[config.mk]
export PLATFORM = sky130hd
export DESIGN_NAME = readers_writer_lock_arbiter_core
export DESIGN_NICKNAME = d
export VERILOG_FILES = /design/src/design/rwl_pkg.sv /design/src/design/rwl_ctrl.sv /design/src/design/rwl_datapath.sv /design/src/design/readers_writer_lock_arbiter_core.sv
export SDC_FILE = /design/constraint.sdc
export NUM_CORES = 1
export LEC_CHECK = 0
export BUFFER_PORTS_ARGS = -buffer_cell sky130_fd_sc_hd__buf_2
export CAP_MARGIN = 20
export CORE_MARGIN = 4
export CORE_UTILIZATION = 60
export DETAILED_ROUTE_END_ITERATION = 8
export PLACE_DENSITY_LB_ADDON = 0.08
export SLEW_MARGIN = 20
export SYNTH_ARGS = -nofsm -noshare
export SYNTH_HDL_FRONTEND = slang
export SYNTH_HIERARCHICAL = 1
export SYNTH_SLANG_ARGS = --single-unit
[constraint.sdc]
create_clock -name clk -period 4.4 [get_ports clk]
set_input_delay 0.44 -clock clk [delete_from_list [all_inputs] [get_ports clk]]
set_output_delay 0.44 -clock clk [all_outputs]
set_load 0.005 [all_outputs]
[src/design/rwl_pkg.sv]
// ----------------------------------------------------------------------------
// rwl_pkg: shared types and constants for the readers-writer lock arbiter
// Queue depths, field widths, request and status codes, and the command and
// status bundles between the controller and the datapath.
// ----------------------------------------------------------------------------
package rwl_pkg;

  localparam int MAX_READERS = 8;
  localparam int MAX_WRITERS = 8;

  localparam int KIND_W   = 2;
  localparam int REQ_W    = 3;
  localparam int STATUS_W = 3;

  // counts hold 0..MAX, indexes 0..MAX-1
  localparam int RD_CNT_W = $clog2(MAX_READERS + 1);
  localparam int RD_IDX_W = (MAX_READERS > 1) ? $clog2(MAX_READERS) : 1;
  localparam int WR_CNT_W = $clog2(MAX_WRITERS + 1);
  localparam int WR_IDX_W = (MAX_WRITERS > 1) ? $clog2(MAX_WRITERS) : 1;

  typedef enum logic [KIND_W-1:0] {
    K_START_READ  = 2'd0,
    K_END_READ    = 2'd1,
    K_START_WRITE = 2'd2,
    K_END_WRITE   = 2'd3
  } kind_t;

  typedef enum logic [STATUS_W-1:0] {
    ST_QUEUED   = 3'd0,
    ST_READ     = 3'd1,
    ST_WRITE    = 3'd2,
    ST_RELEASED = 3'd3,
    ST_ERROR    = 3'd4
  } status_t;

  // controller -> datapath
  typedef struct packed {
    logic load;    // capture the incoming request word
    logic answer;  // answer the caller and update lock state
    logic wake_w;  // grant the oldest waiting writer
    logic wake_r;  // grant the next waiting reader
  } cmd_t;

  // datapath -> controller
  typedef struct packed {
    logic follow_w;       // the answer is followed by a writer grant
    logic follow_r;       // the answer is followed by a reader cascade
    logic r_last;         // current cascade grant is the final one
    logic writer_active;
    logic readers_zero;
  } sts_t;

endpackage

[src/design/rwl_ctrl.sv]
// ----------------------------------------------------------------------------
// rwl_ctrl: sequencer for the readers-writer lock arbiter
// Steps one request through its answer and any wake-up grants that follow.
// ----------------------------------------------------------------------------
module rwl_ctrl (
  input  logic          clk,
  input  logic          rst_n,
  input  logic          start,
  input  rwl_pkg::sts_t sts,
  output rwl_pkg::cmd_t cmd,
  output logic          busy
);

  typedef enum logic [1:0] {
    S_IDLE,
    S_ANSWER,
    S_WAKE_W,
    S_WAKE_R
  } state_t;

  state_t state_r;
  state_t state_nxt;

  always_comb begin
    state_nxt  = state_r;
    cmd        = '0;
    case (state_r)
      S_IDLE: begin
        cmd.load = start;
        if (start) begin
          state_nxt = S_ANSWER;
        end
      end
      S_ANSWER: begin
        cmd.answer = 1'b1;
        if (sts.follow_w) begin
          state_nxt = S_WAKE_W;
        end else if (sts.follow_r) begin
          state_nxt = S_WAKE_R;
        end else begin
          state_nxt = S_IDLE;
        end
      end
      S_WAKE_W: begin
        cmd.wake_w = 1'b1;
        state_nxt  = S_IDLE;
      end
      S_WAKE_R: begin
        cmd.wake_r = 1'b1;
        if (sts.r_last) begin
          state_nxt = S_IDLE;
        end
      end
      default: begin
        state_nxt = S_IDLE;
      end
    endcase
  end

  always_ff @(posedge clk) begin
    if (!rst_n) begin
      state_r <= S_IDLE;
    end else begin
      state_r <= state_nxt;
    end
  end

  assign busy = (state_r != S_IDLE);

endmodule

[src/design/rwl_datapath.sv]
// ----------------------------------------------------------------------------
// rwl_datapath: lock state, wait queues and result register
// Holds the reader count, writer flag, reader and writer FIFOs, and builds
// each result word on command from the controller.
// ----------------------------------------------------------------------------
module rwl_datapath (
  input  logic                          clk,
  input  logic                          rst_n,
  input  rwl_pkg::cmd_t                 cmd,
  input  logic [rwl_pkg::KIND_W-1:0]    in_kind,
  input  logic [rwl_pkg::REQ_W-1:0]     in_requester,
  output rwl_pkg::sts_t                 sts,
  output logic                          out_valid,
  output logic [rwl_pkg::REQ_W-1:0]     out_who,
  output logic [rwl_pkg::STATUS_W-1:0]  out_status,
  output logic                          out_last
);

  localparam int RCW = rwl_pkg::RD_CNT_W;
  localparam int RIW = rwl_pkg::RD_IDX_W;
  localparam int WCW = rwl_pkg::WR_CNT_W;
  localparam int WIW = rwl_pkg::WR_IDX_W;

  typedef enum logic [1:0] {
    WHO_REQ,
    WHO_WQ,
    WHO_RQ
  } who_sel_t;

  // request word
  rwl_pkg::kind_t             kind_r;
  logic [rwl_pkg::REQ_W-1:0]  req_r;

  // lock state
  logic [RCW-1:0] ar_r, ar_nxt;
  logic           wa_r, wa_nxt;

  // reader wait queue: linear fill, drained in order by the cascade
  logic [rwl_pkg::REQ_W-1:0] rq_mem [rwl_pkg::MAX_READERS];
  logic [RCW-1:0] rq_cnt_r, rq_cnt_nxt;
  logic [RIW-1:0] ridx_r, ridx_nxt;
  logic           rq_push;

  // writer wait queue: circular FIFO
  logic [rwl_pkg::REQ_W-1:0] wq_mem [rwl_pkg::MAX_WRITERS];
  logic [WIW-1:0] wq_head_r, wq_head_nxt;
  logic [WIW-1:0] wq_tail_r, wq_tail_nxt;
  logic [WCW-1:0] wq_cnt_r, wq_cnt_nxt;
  logic           wq_push;

  // result word
  logic                    res_valid;
  rwl_pkg::status_t        res_status;
  logic                    res_last;
  who_sel_t                who_sel;
  logic                    out_valid_r;
  logic [rwl_pkg::REQ_W-1:0] out_who_r;
  rwl_pkg::status_t        out_status_r;
  logic                    out_last_r;

  // decisions for the answer step
  rwl_pkg::status_t ans_status;
  logic             follow_w;
  logic             follow_r;
  logic             r_last;

  function automatic logic [WIW-1:0] wq_inc(input logic [WIW-1:0] p);
    logic [WIW-1:0] q;
    if (p == WIW'(rwl_pkg::MAX_WRITERS - 1)) begin
      q = '0;
    end else begin
      q = p + WIW'(1);
    end
    return q;
  endfunction

  assign r_last = ((RCW'(ridx_r) + RCW'(1)) == rq_cnt_r);

  always_comb begin
    ans_status = rwl_pkg::ST_ERROR;
    follow_w   = 1'b0;
    follow_r   = 1'b0;
    case (kind_r)
      rwl_pkg::K_START_READ: begin
        if (wa_r) begin
          if (rq_cnt_r < RCW'(rwl_pkg::MAX_READERS)) begin
            ans_status = rwl_pkg::ST_QUEUED;
          end
        end else if (ar_r < RCW'(rwl_pkg::MAX_READERS)) begin
          ans_status = rwl_pkg::ST_READ;
        end
      end
      rwl_pkg::K_END_READ: begin
        if (ar_r != '0) begin
          ans_status = rwl_pkg::ST_RELEASED;
          // last reader out hands the lock to the oldest writer
          follow_w   = (ar_r == RCW'(1)) && !wa_r && (wq_cnt_r != '0);
        end
      end
      rwl_pkg::K_START_WRITE: begin
        if ((ar_r != '0) || wa_r) begin
          if (wq_cnt_r < WCW'(rwl_pkg::MAX_WRITERS)) begin
            ans_status = rwl_pkg::ST_QUEUED;
          end
        end else begin
          ans_status = rwl_pkg::ST_WRITE;
        end
      end
      rwl_pkg::K_END_WRITE: begin
        if (wa_r) begin
          ans_status = rwl_pkg::ST_RELEASED;
          // waiting readers take priority over waiting writers
          follow_r   = (rq_cnt_r != '0);
          follow_w   = (rq_cnt_r == '0) && (wq_cnt_r != '0);
        end
      end
      default: begin
        ans_status = rwl_pkg::ST_ERROR;
      end
    endcase
  end

  always_comb begin
    ar_nxt      = ar_r;
    wa_nxt      = wa_r;
    rq_cnt_nxt  = rq_cnt_r;
    ridx_nxt    = ridx_r;
    rq_push     = 1'b0;
    wq_head_nxt = wq_head_r;
    wq_tail_nxt = wq_tail_r;
    wq_cnt_nxt  = wq_cnt_r;
    wq_push     = 1'b0;
    res_valid   = 1'b0;
    res_status  = ans_status;
    res_last    = 1'b1;
    who_sel     = WHO_REQ;

    if (cmd.answer) begin
      res_valid = 1'b1;
      res_last  = !(follow_w || follow_r);
      case (kind_r)
        rwl_pkg::K_START_READ: begin
          if (ans_status == rwl_pkg::ST_QUEUED) begin
            rq_push    = 1'b1;
            rq_cnt_nxt = rq_cnt_r + RCW'(1);
          end else if (ans_status == rwl_pkg::ST_READ) begin
            ar_nxt = ar_r + RCW'(1);
          end
        end
        rwl_pkg::K_END_READ: begin
          if (ans_status == rwl_pkg::ST_RELEASED) begin
            ar_nxt = ar_r - RCW'(1);
          end
        end
        rwl_pkg::K_START_WRITE: begin
          if (ans_status == rwl_pkg::ST_QUEUED) begin
            wq_push     = 1'b1;
            wq_tail_nxt = wq_inc(wq_tail_r);
            wq_cnt_nxt  = wq_cnt_r + WCW'(1);
          end else if (ans_status == rwl_pkg::ST_WRITE) begin
            wa_nxt = 1'b1;
          end
        end
        rwl_pkg::K_END_WRITE: begin
          if (ans_status == rwl_pkg::ST_RELEASED) begin
            wa_nxt = 1'b0;
          end
        end
        default: begin
          ar_nxt = ar_r;
        end
      endcase
    end else if (cmd.wake_w) begin
      res_valid   = 1'b1;
      res_status  = rwl_pkg::ST_WRITE;
      who_sel     = WHO_WQ;
      wa_nxt      = 1'b1;
      wq_head_nxt = wq_inc(wq_head_r);
      wq_cnt_nxt  = wq_cnt_r - WCW'(1);
    end else if (cmd.wake_r) begin
      res_valid  = 1'b1;
      res_status = rwl_pkg::ST_READ;
      res_last   = r_last;
      who_sel    = WHO_RQ;
      ar_nxt     = ar_r + RCW'(1);
      if (r_last) begin
        ridx_nxt   = '0;
        rq_cnt_nxt = '0;
      end else begin
        ridx_nxt = ridx_r + RIW'(1);
      end
    end
  end

  always_ff @(posedge clk) begin
    if (!rst_n) begin
      ar_r        <= '0;
      wa_r        <= 1'b0;
      rq_cnt_r    <= '0;
      ridx_r      <= '0;
      wq_head_r   <= '0;
      wq_tail_r   <= '0;
      wq_cnt_r    <= '0;
      out_valid_r <= 1'b0;
    end else begin
      ar_r        <= ar_nxt;
      wa_r        <= wa_nxt;
      rq_cnt_r    <= rq_cnt_nxt;
      ridx_r      <= ridx_nxt;
      wq_head_r   <= wq_head_nxt;
      wq_tail_r   <= wq_tail_nxt;
      wq_cnt_r    <= wq_cnt_nxt;
      out_valid_r <= res_valid;
    end
  end

  // payload: request capture, queue writes and the result word
  always_ff @(posedge clk) begin
    if (cmd.load) begin
      kind_r <= rwl_pkg::kind_t'(in_kind);
      req_r  <= in_requester;
    end
    if (rq_push) begin
      rq_mem[rq_cnt_r[RIW-1:0]] <= req_r;
    end
    if (wq_push) begin
      wq_mem[wq_tail_r] <= req_r;
    end
    if (res_valid) begin
      out_status_r <= res_status;
      out_last_r   <= res_last;
      case (who_sel)
        WHO_WQ:  out_who_r <= wq_mem[wq_head_r];
        WHO_RQ:  out_who_r <= rq_mem[ridx_r];
        default: out_who_r <= req_r;
      endcase
    end
  end

  assign sts.follow_w      = follow_w;
  assign sts.follow_r      = follow_r;
  assign sts.r_last        = r_last;
  assign sts.writer_active = wa_r;
  assign sts.readers_zero  = (ar_r == '0);

  assign out_valid  = out_valid_r;
  assign out_who    = out_who_r;
  assign out_status = out_status_r;
  assign out_last   = out_last_r;

endmodule

[src/design/readers_writer_lock_arbiter_core.sv]
// ----------------------------------------------------------------------------
// readers_writer_lock_arbiter_core: reader-preference readers-writer lock
// Takes start/end read/write requests and reports queue, grant and release
// results, including grants to woken waiters.
// ----------------------------------------------------------------------------
// Usage:
//   Request channel: drive in_kind / in_requester with start high; the word is
//   taken at an edge where start is high and busy is low. busy stays high
//   until every result of that request has been issued.
//   Result channel: each result word is on out_who / out_status / out_last for
//   one cycle with out_valid high. out_last marks the final word of a request.
//   The receiver cannot stall; results are never held back.
//   Timing: the caller's answer is registered after the request word is captured
//   at the accept edge. A request that wakes a writer adds one grant word; an end
//   write that wakes N waiting readers (N up to MAX_READERS) adds N grant words,
//   one grant per cycle from the reader FIFO, stepped out by the controller.
//   A new request can be taken in the cycle the last result is shown.
//   Reset (rst_n low, synchronous) empties both queues, clears the reader
//   count and writer flag and drops out_valid.
// ----------------------------------------------------------------------------
module readers_writer_lock_arbiter_core (
  input  logic                          clk,
  input  logic                          rst_n,
  input  logic                          start,
  output logic                          busy,
  input  logic [rwl_pkg::KIND_W-1:0]    in_kind,
  input  logic [rwl_pkg::REQ_W-1:0]     in_requester,
  output logic                          out_valid,
  output logic [rwl_pkg::REQ_W-1:0]     out_who,
  output logic [rwl_pkg::STATUS_W-1:0]  out_status,
  output logic                          out_last
);

  rwl_pkg::cmd_t cmd;
  rwl_pkg::sts_t sts;

  rwl_ctrl u_ctrl (
    .clk   (clk),
    .rst_n (rst_n),
    .start (start),
    .sts   (sts),
    .cmd   (cmd),
    .busy  (busy)
  );

  rwl_datapath u_dp (
    .clk          (clk),
    .rst_n        (rst_n),
    .cmd          (cmd),
    .in_kind      (in_kind),
    .in_requester (in_requester),
    .sts          (sts),
    .out_valid    (out_valid),
    .out_who      (out_who),
    .out_status   (out_status),
    .out_last     (out_last)
  );

  // a writer never holds the lock alongside readers
  a_excl: assert property (@(posedge clk) disable iff (!rst_n)
    !(sts.writer_active && !sts.readers_zero))
    else $error("writer and readers hold the lock together");

  // results only come out of an active request
  a_out_busy: assert property (@(posedge clk) disable iff (!rst_n)
    out_valid |-> $past(busy))
    else $error("result word without a request in flight");

  // every accepted request is answered once its request word and result word are registered
  a_answer: assert property (@(posedge clk) disable iff (!rst_n)
    (start && !busy) |-> ##2 out_valid)
    else $error("request not answered on time");

  // wake-up grants follow back to back until the last word
  a_burst: assert property (@(posedge clk) disable iff (!rst_n)
    (out_valid && !out_last) |=> out_valid)
    else $error("gap inside a result burst");

endmodule
# ---- Word level (Yosys, flattened, before mapping)
# Memories as Yosys holds them, arrays and structs flattened. A register that Yosys moved wholly into a read port is not among the register bits.
# Index checks and enable logic that the tools add are counted.
dict set report totals {
  memories 2
  ramBits 48
  ff_bits 37
  word_cells 159
}
dict set report op_classes {
  reduce_logical 26
  bitwise_logic 2
  order_cmp 3
  n_mux 74
  eq_ne 29
  add_sub_neg 9
}
# memory depth width read_ports rd_clocked_by_memory_dff write_ports line
set mem_list {}
lappend mem_list {u_dp.rq_mem 8 3 1 1 1 rwl_datapath.sv:39} ;# logic [rwl_pkg::REQ_W-1:0] rq_mem [rwl_pkg::MAX_READERS];
lappend mem_list {u_dp.wq_mem 8 3 1 1 1 rwl_datapath.sv:45} ;# logic [rwl_pkg::REQ_W-1:0] wq_mem [rwl_pkg::MAX_WRITERS];
# operator n
set op_table {}
lappend op_table {{$mux W4} 16}
lappend op_table {{$mux W3} 17}
lappend op_table {{$mux W1} 28}
lappend op_table {{$mux W2} 7}
lappend op_table {{$add A4 B1 Y4 const B} 3}
lappend op_table {{$lt A4 B4 Y1 const B} 3}
lappend op_table {{$ne A3 B2 Y1 const B} 4}
lappend op_table {{$pmux W3 S4} 1}
lappend op_table {{$reduce_bool A4 Y1} 3}
lappend op_table {{$eq A2 B2 Y1 const B} 5}
lappend op_table {{$ne A2 B1 Y1 const B} 5}
lappend op_table {{$reduce_and A5 Y1} 2}
lappend op_table {{$add A3 B1 Y3 const B} 3}
lappend op_table {{$reduce_and A3 Y1} 3}
lappend op_table {{$pmux W2 S4} 1}
lappend op_table {{$pmux W4 S2} 1}
lappend op_table {{$reduce_bool A2 Y1} 4}
lappend op_table {{$sub A4 B1 Y4 const B} 2}
lappend op_table {{$eq A2 B1 Y1 const B} 3}
lappend op_table {{$eq A3 B2 Y1 const B} 2}
lappend op_table {{$eq A3 B3 Y1 const B} 2}
lappend op_table {{$ne A3 B1 Y1 const B} 2}
lappend op_table {{$ne A3 B3 Y1 const B} 2}
lappend op_table {{$pmux W3 S2} 1}
lappend op_table {{other kinds (15)} 23}

# ---- Longest topological paths before layout
# Gate-level depths: netlist of the first run.
dict set report logic_depth {
  word_depth 10
  ltp_mapped 10
  mapped_depth_nobuf 9
}

# ---- By module
# The synthesis of the first run kept the hierarchy.
# mod cells_each area_per_inst_um2 n_inst seq_area_each_um2
set by_module_without_submodules {}
lappend by_module_without_submodules {rwl_datapath 313 4020.1 1 2382.3}
lappend by_module_without_submodules {rwl_ctrl 13 122.6 1 40.0}

# ---- Least setup slack after synthesis of the first run
# No wires, ideal clock.
dict set report synth_path {
  path_type {register to register}
  startpoint {register u_dp.ar_r[0]}
  endpoint {memory u_dp/wq_mem[0][0] (netlist name), enable pin}
  required_ns 4.055
  n_path_buf 0
  synth_period_minus_slack_ns 2.626
  path_stages_with_launch 8
  t_arrival_ns 2.281
  setup_slack_ns 1.774
  setup_ns 0.345
  path_cell_list {dfxtp_1 > inv_1 > ha_1 > or4b_4 > a32o_1 > nor4b_4 > nand2_1 > nor3_1}
}
dict set report synth_between {
  elab_chain_cells 10
}
# item line
set synth_lines {}
lappend synth_lines {{start, declared} rwl_datapath.sv:35} ;# logic [RCW-1:0] ar_r, ar_nxt;
lappend synth_lines {{start signal, assigned} rwl_datapath.sv:206} ;# ar_r <= ar_nxt;
lappend synth_lines {{$lt A4 B4 Y1 or $reduce_bool A4 Y1 (tied branches)} {rwl_datapath.sv:89, rwl_datapath.sv:94, rwl_datapath.sv:101}}
lappend synth_lines {{$mux W3 or $logic_or A1 B1 Y1 (tied branches)} {rwl_datapath.sv:89, rwl_datapath.sv:101}}
lappend synth_lines {{$mux W3, on equally long branches} {rwl_datapath.sv:85, rwl_datapath.sv:101}}
lappend synth_lines {{$pmux W3 S4 (*)} rwl_datapath.sv:83} ;# case (kind_r)
lappend synth_lines {{$logic_not A3 Y1 (*)} rwl_datapath.sv:156} ;# if (ans_status == rwl_pkg::ST_QUEUED) begin
lappend synth_lines {{$mux W1 (*)} rwl_datapath.sv:156}
lappend synth_lines {{$mux W1 (*)} rwl_datapath.sv:141} ;# case (kind_r)
lappend synth_lines {{$mux W1 (*)} rwl_datapath.sv:138} ;# if (cmd.answer) begin
lappend synth_lines {{$mux W1 (*)} rwl_datapath.sv:226} ;# if (wq_push) begin
lappend synth_lines {{$mux W1 (not written as such) (*)} rwl_datapath.sv:227} ;# wq_mem[wq_tail_r] <= req_r;
lappend synth_lines {{end, declared} rwl_datapath.sv:45}
# Every way passes the cells marked *; elsewhere a longest branch is shown, timed or not.

# ---- Worst setup path after layout of the first run
dict set report layout_path {
  startpoint {register u_dp.ar_r[0]}
  endpoint {memory u_dp/wq_mem[0][2] (netlist name), enable pin}
}
# The elaborated chain is that of the path after synthesis.

==> parameters.txt, run 1 <==
Parameter                              Value

Setup path
  Max stage delay cell, worst path ... nor4b_4
  Maximum cell stage delay along the critical path ... 0.53 ns
  Count of buffering cells on the critical path with inverters included ... 1
  Critical Path AT ... 2.97 ns
  Largest fanout of any net on the critical path ... 9
  Number of cells traversed by the worst register-to-register path ... 7
  CP Cell Sequence ... inv_1 > ha_1 > or4b_4 > a32o_1 > nor4b_4 > nand2_1 > nor3_1
  Number of gates on the worst path with buffers counted ... 7
  Cell family with the largest share of critical-path delay ... simple AND/OR/NAND/NOR gates
  Crit path to ... u_dp/wq_mem[0][2]
  Worst reg2reg endpoint ... u_dp/wq_mem[0][2]
  Origin of the worst setup path ... u_dp/ar_r[0]
  Type of the worst setup path ... reg2reg
  Launching element type of the critical path ... flop
  Endpoint kind of the worst setup timing path ... flop
  Worst R2R Start ... u_dp/ar_r[0]
  Register-to-register setup slack ... 1.45 ns
  WP data required ... 4.41 ns

Layout
  Number of standard cells in the layout, taps in and fillers out ... 418
  Number of inserted diodes ... 0
  Layout net count ... 357
  Signed area change from the synthesized netlist to the final layout ... 6.78%
  Proportion of layout cells with a drive suffix above 1 ... 15.8%

Clock network
  Sinks on Clock Net ... 91
  Clock-pin transition on the worst setup and hold timing paths ... 0.09 ns
  Clock tree from TritonCTS ... done
  CTS H-tree lvls ... 3
  TritonCTS buffer count ... 9
  Insertion delay to the later sink of the worst-skew pair ... 0.35 ns
  Quantity of hold-fixing buffers added after cts ... 0
  Cts repair resizes ... 0
  Clock tree buffer depth ... 2
  Clock root buffer master ... clkbuf_8
  Count of buffers added by post-CTS timing repair for setup ... 0

Pwr
  Worst vdd rail ir drop ... 0.253 mV
  Combinational share of power ... 5.0%
  Reported net switching power ... 0.000380 W
  Sw frac ... 24.4%
  Power per standard cell area ... 353 nW/µm²
  Pint ... 0.00118 W
  Share of power burned in registers ... 60.5%
  Share of total power in the clock network ... 34.5%
  Lkg Pwr ... 1.52 nW

Timing
  Number of failing setup endpoints in the final timing report ... 0
  Period utilization ... 67.1%
  Number of slew-limit violations in the final report ... 0
  Worst hold margin ... 0.256 ns
  Layout Skew ... 0.00726 ns
  Final TNS setup ... 0 ns
  Post-layout minimum cycle time ... 2.95 ns
  Slew HR ... 37.2%
  Transition time of the tightest slew-check pin ... 0.936 ns
  Endpoints failing hold ... 0
  Setup repair after global routing missed its margin ... no
  Timing-limited maximum frequency ... 339 MHz

Global route
  Final global-route overflow total ... 0
  Number of global-route vias before repair ... 2,390
  Total GRT Usage ... 18.5%
  Initial antenna violation count ... 0
  Global-route wire length before repair ... 12,000 µm
  Pin count of the biggest net entering global routing ... 21

Drt
  Vias per inst ... 6.03
  Wire per inst ... 17.2 µm
  Antenna Nets Post-Route ... 0
  Iteration-0 DRC count of the detailed router ... 134
  Wirelength, routed ... 7190 µm
  Remaining DRCs ... 0
  Drt pass-1 iters ... 4
  Via count of the routed design ... 2,520

Logic synthesis
  Post-Synthesis Net Count ... 346
  Average size of a mapped cell ... 12.7 µm²
  Synthesized netlist cell count ... 325
  Netlist area before placement ... 4140 µm²
  Number of warning messages in the yosys log ... 6

Min path
  Class of the tightest hold or removal check ... in2reg

Place
  Placer congestion estimate ... 0.779
  Port Buffer Count ... 16
  Placed insts ... 402
  HPWL reported at the end of detailed placement ... 5170 µm

Floorplan
  Floorplan die height ... 91.0 µm
  Top-Level Pins ... 17
  Core area ... 6530 µm²
  Std-Cell Rows ... 29
  Starting Density ... 63.3%
  Die W ... 91.0 µm
  Die Footprint ... 8280 µm²

Flow run
  Number of violations of the max-capacitance limit ... 0

Outcome
  Status ... finished, final reports clean
-- layout by cell type, fill, tap and decap left out, types with 3 or more instances in the layout --
master / n
inv_6: 3
mux4_2: 12
nand3_1: 3
xnor2_1: 6
and2_1: 3
inv_1: 9
dfxtp_1: 31
mux2i_1: 13
or3_1: 4
nor2b_1: 6
nand2_1: 23
o221ai_1: 3
buf_2: 16
nor2_1: 34
a211oi_1: 4
o21ai_0: 8
ha_1: 12
a21oi_1: 15
nand4_1: 6
edfxtp_1: 60
nand2b_1: 6
nor3_1: 9
clkbuf_8: 9
-- sequential cells by signal (all words and copies together) (netlist names), named ones only --
register,flops
u_dp/out_last,1
u_dp/wq_head_r,3
u_dp/out_who,3
u_ctrl/state_r,2
u_dp/kind_r,2
u_dp/req_r,3
u_dp/wa_r,1
u_dp/rq_cnt_r,4
u_dp/ar_r,4
u_dp/wq_mem,24
u_dp/rq_mem,24
u_dp/wq_cnt_r,4
u_dp/wq_tail_r,3
u_dp/ridx_r,3
u_dp/out_status,3
u_dp/out_valid,1
-- final cells by class --
cell class	count	area, µm²
timing repair buffer	16	80.1
tap	77	96.3
multi-input combinational	209	1590
inverter	9	33.8
sequential	91	2420
fill	492	2120
clock buffer	9	124
clock inverter	7	66.3
-- power by group through the flow --
stage	combinational [W]	clock, W	sequential [W]
global placement	0.0000764	0	0.000961
finish	0.0000778	0.000537	0.000942
floorplan	0.0000631	0	0.000952
detailed placement	0.0000778	0	0.000962
CTS	0.0000779	0.000545	0.000942
global route	0.0000862	0.000584	0.000945
-- metal layers --
layer  part of all wire [%]  global-route usage, %
met2                     47                   29.1
met1                     47                   25.8
met5                      0                      0
met3                    5.2                   3.64
met4                    1.1                   6.53
-- how the worst min path moves through the flow --
stage,start,end,slack (ns),cells past startpoint
floorplan,u_dp/wq_head_r[1],flop,0.45,2
global placement,u_dp/wq_head_r[1],u_dp/wq_head_r[1],0.47,2
detailed placement,u_dp/wq_head_r[1],flop,0.47,2
CTS,in_requester[1],u_dp/req_r[1],0.25,1
global route,in_requester[1],u_dp/req_r[1],0.24,1
finish,in_requester[1],u_dp/req_r[1],0.26,1
-- stage by stage --
stage          setup WS, ns  area (µm²)  total power (W)  utilization [%]
3_3_place_gp           1.59        4230          0.00104             64.7
2_1_floorplan          1.77        4140          0.00101                -
3_5_place_dp           1.49        4230          0.00104             64.7
5_1_grt                1.24        4420          0.00162             67.6
6_report               1.45        4420          0.00156             67.6
4_1_cts                1.46        4420          0.00156             67.6
Note: power is estimated with default switching activity, not from simulation.
==> inputs of run 2 (changes only) <==
Settings changed: CORE_UTILIZATION 60 to 55.
Clock period 4.4 ns to 2.5 ns, I/O delays scaled along.
==> run 2 against run 1 <==
  * First-iteration DRC count fell by 15%
  * Sequential power is 75% higher
  * Combinational power increased by 130%
==> parameters.txt, run 2 (same netlist as run 1, synthesis figures left out) <==
Parameter                              Value

Layout
  Signed area change from the synthesized netlist to the final layout ... 14.8%
  Final Instance Area ... 4750 µm²
  Fillcell total ... 586
  Layout net count ... 384
  Proportion of layout cells with a drive suffix above 1 ... 28.3%
  Number of inserted diodes ... 0
  Most common library cell in the layout ignoring fill and taps ... edfxtp_1
  Top library cells by usage in the layout, fill and taps aside ... edfxtp_1 (60), dfxtp_1 (29), buf_4 (27), nor2_1 (23), nand2_1 (21)
  Number of standard cells in the layout, taps in and fillers out ... 467

Drt
  Drt pass-1 iters ... 4
  Antenna Nets Post-Route ... 0
  Wire per inst ... 16.5 µm
  Iteration-0 DRC count of the detailed router ... 114
  Via count of the routed design ... 2,576
  Wirelength, routed ... 7720 µm
  Vias per inst ... 5.52
  Remaining DRCs ... 0

Place
  HPWL reported at the end of detailed placement ... 5560 µm
  Post-place instance area ... 4460 µm²
  Placed insts ... 444
  Placer congestion estimate ... 0.810
  Port Buffer Count ... 16

Flow run
  Number of violations of the max-capacitance limit ... 0

Setup path
  WP data required ... 2.56 ns
  Register-to-register setup slack ... 0.09 ns
  Largest fanout of any net on the critical path ... 4
  CP Cell Sequence ... inv_2 > ha_4 > or4b_4 > a32o_2 > nor2_2 > nand4_1 > buf_4 > nor2_2
  Endpoint kind of the worst setup timing path ... flop
  Worst R2R Start ... u_dp/ar_r[1]
  Crit path to ... u_dp/rq_mem[5][1]
  Number of cells traversed by the worst register-to-register path ... 8
  Number of gates on the worst path with buffers counted ... 8
  Worst reg2reg endpoint ... u_dp/rq_mem[5][1]
  Critical Path AT ... 2.46 ns
  Max stage delay cell, worst path ... or4b_4
  Origin of the worst setup path ... u_dp/ar_r[1]
  Cell family with the largest share of critical-path delay ... simple AND/OR/NAND/NOR gates
  Crit path top cell by count ... nor2_2
  Type of the worst setup path ... reg2reg
  Launching element type of the critical path ... flop
  Maximum cell stage delay along the critical path ... 0.45 ns
  Count of buffering cells on the critical path with inverters included ... 2

Floorplan
  Starting Density ... 56.7%
  Die Footprint ... 8970 µm²
  Floorplan die height ... 94.7 µm
  Top-Level Pins ... 17
  Die W ... 94.7 µm
  Core area ... 7290 µm²
  Std-Cell Rows ... 31

Clock network
  Clock root buffer master ... clkbuf_8
  CTS H-tree lvls ... 3
  Clock tree buffer depth ... 2
  Quantity of hold-fixing buffers added after cts ... 0
  Clock tree from TritonCTS ... done
  Sinks on Clock Net ... 91
  TritonCTS buffer count ... 9
  Clock-pin transition on the worst setup and hold timing paths ... 0.10 ns
  Insertion delay to the later sink of the worst-skew pair ... 0.36 ns

Global route
  Final global-route overflow total ... 0
  Initial antenna violation count ... 0
  Total GRT Usage ... 19.3%
  Pin count of the biggest net entering global routing ... 21
  Global-route wire length before repair ... 13,000 µm
  Number of global-route vias before repair ... 2,609

Timing
  Post-layout minimum cycle time ... 2.41 ns
  Slew HR ... 49.9%
  Number of failing setup endpoints in the final timing report ... 0
  Layout Skew ... 0.0178 ns
  Number of slew-limit violations in the final report ... 0
  Endpoints failing hold ... 0
  Transition time of the tightest slew-check pin ... 0.751 ns
  Worst hold margin ... 0.0529 ns
  Period utilization ... 96.4%
  Timing-limited maximum frequency ... 415 MHz

Pwr
  Power per standard cell area ... 603 nW/µm²
  Worst vdd rail ir drop ... 0.398 mV
  Lkg Pwr ... 1.68 nW

Min path
  Class of the tightest hold or removal check ... in2reg

Outcome
  Status ... finished, final reports clean
run 2: cell types whose count changed in the layout (fill, tap and decap cells not counted), moves of 2 or more:
cell	before	now
nor2_1	34	23
buf_4	0	27
nor3_4	0	2
nor3_1	9	7
inv_2	0	2
nand2_1	23	21
nand2_2	0	2
nor2_2	0	11
inv_1	9	7
dfxtp_1	31	29
inv_8	2	0
dfxtp_2	0	2
run 2: repair_timing:
| item | 4_1_cts | 5_1_grt |
|---|---|---|
| resized for setup | 0 | 7 |
| setup endpoints to repair | 3 | 50 |
| endpoints found under the hold margin | 0 | 0 |
| setup buffers | 0 | 7 |
| pin swaps | 1 | 4 |
run 2: worst min-delay path by stage:
stage                    startpoint             end  slack, ns  cells past startpoint
floorplan                in_kind[0]  u_dp/kind_r[0]       0.35                      0
global placement    in_requester[2]   u_dp/req_r[2]       0.43                      1
detailed placement  in_requester[2]   u_dp/req_r[2]       0.43                      1
CTS                      in_kind[1]  u_dp/kind_r[1]       0.04                      1
global route             in_kind[1]  u_dp/kind_r[1]       0.03                      1
finish                   in_kind[0]  u_dp/kind_r[0]       0.05                      1
run 2: area by class of cell:
| type | count | area [µm²] | area share, % |
|---|---|---|---|
| multi-input cells | 209 | 1670 | 35.1 |
| flip-flops and latches | 91 | 2420 | 51.1 |
| clock inverters | 7 | 90.1 | 1.90 |
| clock buffers | 9 | 124 | 2.61 |
| repair buffers | 43 | 283 | 5.96 |
| well taps | 99 | 124 | 2.61 |
| inverters | 9 | 33.8 | 0.712 |
run 2: stage by stage:
step | util, % | power (W) | worst slack (ns) | TNS, ns
global route | 65.1 | 0.00298 | -0.00549 | -0.0110
detailed placement | 61.2 | 0.00186 | 0.00757 | 0
CTS | 64.1 | 0.00289 | 0.0175 | 0
global placement | 61.2 | 0.00186 | 0.0541 | 0
floorplan | - | 0.00179 | -0.0106 | -0.0317
finish | 65.1 | 0.00286 | 0.0907 | 0
run 2: routing by layer:
| metal | up-vias | track usage, % | part of all wire (%) |
|---|---|---|---|
| met3 | 11 | 3.82 | 3.1 |
| met2 | 41 | 30.7 | 49 |
| met5 | - | 0 | 0 |
| met4 | 0 | 7.93 | 1.5 |
| li1 | 1287 | - | - |
| met1 | 1237 | 26.0 | 46 |
run 2: report_power, final:
part,total [W],internal [W],switching (W)
sequential,0.00165,0.00162,0.0000258
clock,0.00103,0.000484,0.000546
combinational,0.000182,0.0000858,0.0000967
==> inputs of run 3 (changes only) <==
Settings changed: CORE_MARGIN 4 to not set, SYNTH_HIERARCHICAL 1 to not set.
==> run 3 against run 2 <==
  * First-iteration DRC count rose by 17%
  * Synthesized cell count increased by 7.1%
  * Sequential share of layout area grew 0.49 points
  * Sequential cell count unchanged
  * Sequential power up 4%
  * Clock skew decreased by 0.0059 ns
  * Critical endpoint is now u_dp.rq_cnt_r[1]
  * Highest routed layer unchanged
==> parameters.txt, run 3 <==
Parameter                              Value

Outcome
  Status ... finished, final reports clean

Floorplan
  Top-Level Pins ... 17
  Starting Density ... 57.9%
  Die W ... 90.1 µm
  Core area ... 7370 µm²
  Std-Cell Rows ... 31
  Die Footprint ... 8120 µm²
  Floorplan die height ... 90.1 µm

Global route
  Number of global-route vias before repair ... 2,768
  Final global-route overflow total ... 0
  Initial antenna violation count ... 0
  Global-route wire length before repair ... 13,700 µm
  Pin count of the biggest net entering global routing ... 23
  Total GRT Usage ... 22.1%

Min path
  Endpoint of the worst hold-timing path ... u_dp.kind_r[1]
  Launch point of the worst hold path ... in_kind[1]
  Class of the tightest hold or removal check ... in2reg
  Worst Hold Path Cells ... 1

Pwr
  Lkg Pwr ... 1.70 nW
  Worst vdd rail ir drop ... 0.346 mV
  Power per standard cell area ... 647 nW/µm²

Drt
  Remaining DRCs ... 0
  Drt pass-1 iters ... 4
  Wirelength, routed ... 8360 µm
  Vias per inst ... 5.81
  Wire per inst ... 17.6 µm
  Via count of the routed design ... 2,762
  Iteration-0 DRC count of the detailed router ... 133
  Antenna Nets Post-Route ... 0

Logic synthesis
  Number of warning messages in the yosys log ... 0
  Netlist area before placement ... 4270 µm²
  Main synth FF type ... edfxtp_1
  Top cells by area in the synthesized netlist ... edfxtp_1 (42%), dfxtp_1 (15%), mux4_2 (6.3%), ha_1 (5.0%), nand2_1 (2.8%)
  Most instantiated cells after synthesis ... edfxtp_1 (60), nand2_1 (32), dfxtp_1 (31)
  Share of flip-flops with an asynchronous set or reset ... 0%
  Cell type contributing the most total cell area after synthesis ... edfxtp_1
  Post-Synthesis Net Count ... 374
  Top-count cell post-synth ... edfxtp_1
  Seq/Total Area, Yosys ... 56.7%
  Synthesized netlist cell count ... 348
  Number of distinct standard cells referenced by the synthesized netlist ... 54
  Average size of a mapped cell ... 12.3 µm²
  Top cell type's share of synthesized area ... 42.2%
  Number of flip-flops and latches in the synthesized netlist ... 91
  Number of enable flip-flop cells after synthesis ... 60

Timing
  Number of failing setup endpoints in the final timing report ... 0
  Slew HR ... 58.2%
  Final TNS setup ... 0 ns
  Layout Skew ... 0.0119 ns
  Setup repair after global routing missed its margin ... no
  Transition time of the tightest slew-check pin ... 0.621 ns
  Post-layout minimum cycle time ... 2.29 ns
  Period utilization ... 91.5%
  Timing-limited maximum frequency ... 437 MHz
  Number of slew-limit violations in the final report ... 0
  Endpoints failing hold ... 0

Setup path
  Number of cells traversed by the worst register-to-register path ... 7
  Largest fanout of any net on the critical path ... 5
  Endpoint kind of the worst setup timing path ... flop
  Maximum cell stage delay along the critical path ... 0.54 ns
  Critical Path AT ... 2.51 ns
  Launching element type of the critical path ... flop
  Worst reg2reg endpoint ... u_dp.rq_cnt_r[1]
  Max stage delay cell, worst path ... or4_4
  Count of buffering cells on the critical path with inverters included ... 1
  Origin of the worst setup path ... u_dp.ar_r[0]
  Type of the worst setup path ... reg2reg
  Cell family with the largest share of critical-path delay ... simple AND/OR/NAND/NOR gates
  CP Cell Sequence ... inv_1 > ha_1 > or4b_4 > and3_4 > or4_4 > o2111ai_1 > o211ai_1
  Register-to-register setup slack ... 0.21 ns
  Worst R2R Start ... u_dp.ar_r[0]
  WP data required ... 2.72 ns
  Number of gates on the worst path with buffers counted ... 7

Clock network
  Cts repair resizes ... 0
  Clock root buffer master ... clkbuf_8
  Clock tree from TritonCTS ... done
  CTS H-tree lvls ... 3
  Clock-pin transition on the worst setup and hold timing paths ... 0.09 ns
  Clock tree buffer depth ... 2
  Insertion delay to the later sink of the worst-skew pair ... 0.35 ns
  Count of buffers added by post-CTS timing repair for setup ... 0
  Sinks on Clock Net ... 91
  Quantity of hold-fixing buffers added after cts ... 0
  TritonCTS buffer count ... 9

Place
  Port Buffer Count ... 16
  HPWL reported at the end of detailed placement ... 6170 µm
  Post-place instance area ... 4500 µm²
  Placer congestion estimate ... 0.873

Layout
  Most common library cell in the layout ignoring fill and taps ... edfxtp_1
  Layout net count ... 397
  Proportion of layout cells with a drive suffix above 1 ... 19.1%
  Fillcell total ... 571
  Number of inserted diodes ... 0
  Final Instance Area ... 4700 µm²
  Top library cells by usage in the layout, fill and taps aside ... edfxtp_1 (60), nand2_1 (32), dfxtp_1 (31), nor2_1 (30), ha_1 (17)
  Signed area change from the synthesized netlist to the final layout ... 10.0%

Flow run
  Number of violations of the max-capacitance limit ... 0
==> run 3: stage by stage <==
stage / total power, W / utilization, % / setup WS (ns) / std cells / hold WS (ns)
4_1_cts: 0.00305 / 63.7 / 0.203 / 475 / 0.0552
5_1_grt: 0.00315 / 63.7 / 0.0525 / 475 / 0.0554
2_1_floorplan: 0.00196 / - / 0.245 / 348 / 0.349
6_report: 0.00304 / 63.7 / 0.211 / 475 / 0.0682
3_5_place_dp: 0.00208 / 61.0 / 0.224 / 459 / 0.428
3_3_place_gp: 0.00206 / 61.0 / 0.303 / 459 / 0.428
==> run 3: worst max-delay path by stage <==
stage / endpoint
floorplan: u_dp.wq_mem[2][0]
global placement: u_dp.rq_cnt_r[0]
detailed placement: u_dp.wq_mem[0][1]
CTS: u_dp.wq_mem[0][1]
global route: u_dp.wq_mem[3][1]
finish: u_dp.rq_cnt_r[1]
==> run 3: layout make-up <==
type	instances	area (µm²)	share of cell area, %
Clock buffer	11	141	3.01
Clock inverter	5	60.1	1.28
Inverter	12	45.0	0.959
Multi-Input combinational cell	229	1730	36.9
Sequential cell	91	2420	51.6
Tap cell	99	124	2.64
Timing Repair Buffer	28	170	3.62
==> run 3: kinds of logic after synthesis <==
| logic type | synth area share [%] |
|---|---|
| xor+xnor | 1.44 |
| compound gates | 7.88 |
| simple gates | 15.3 |
| flops | 56.7 |
| buf+inv | 2.64 |
| fa+ha+maj | 5.45 |
| mux | 10.5 |
==> run 3: layer usage <==
| layer | track usage (%) | part of all wire, % | up-vias |
|---|---|---|---|
| met2 | 37.1 | 49 | 54 |
| met1 | 27.8 | 45 | 1335 |
| met5 | 0 | 0 | - |
| li1 | - | - | 1355 |
| met4 | 8.87 | 2.7 | 0 |
| met3 | 4.99 | 4.0 | 18 |
==> run 3: worst register-to-register path: cells and delay by family, from the launching register on <==
family	cells	cell delay, ns
adder cells (fa/ha/maj)	1	0.17
AND/OR/NAND/NOR	3	1.21
flip-flops	1	0.36
AO/OA/AOI/OAI	2	0.33
buffers and inverters	1	0.10
==> run 3: power by group <==
part / switching [W] / total (W) / internal [W]
Combinational: 0.000191 / 0.000331 / 0.000140
Clock: 0.000500 / 0.000993 / 0.000493
Sequential: 0.0000605 / 0.00171 / 0.00165
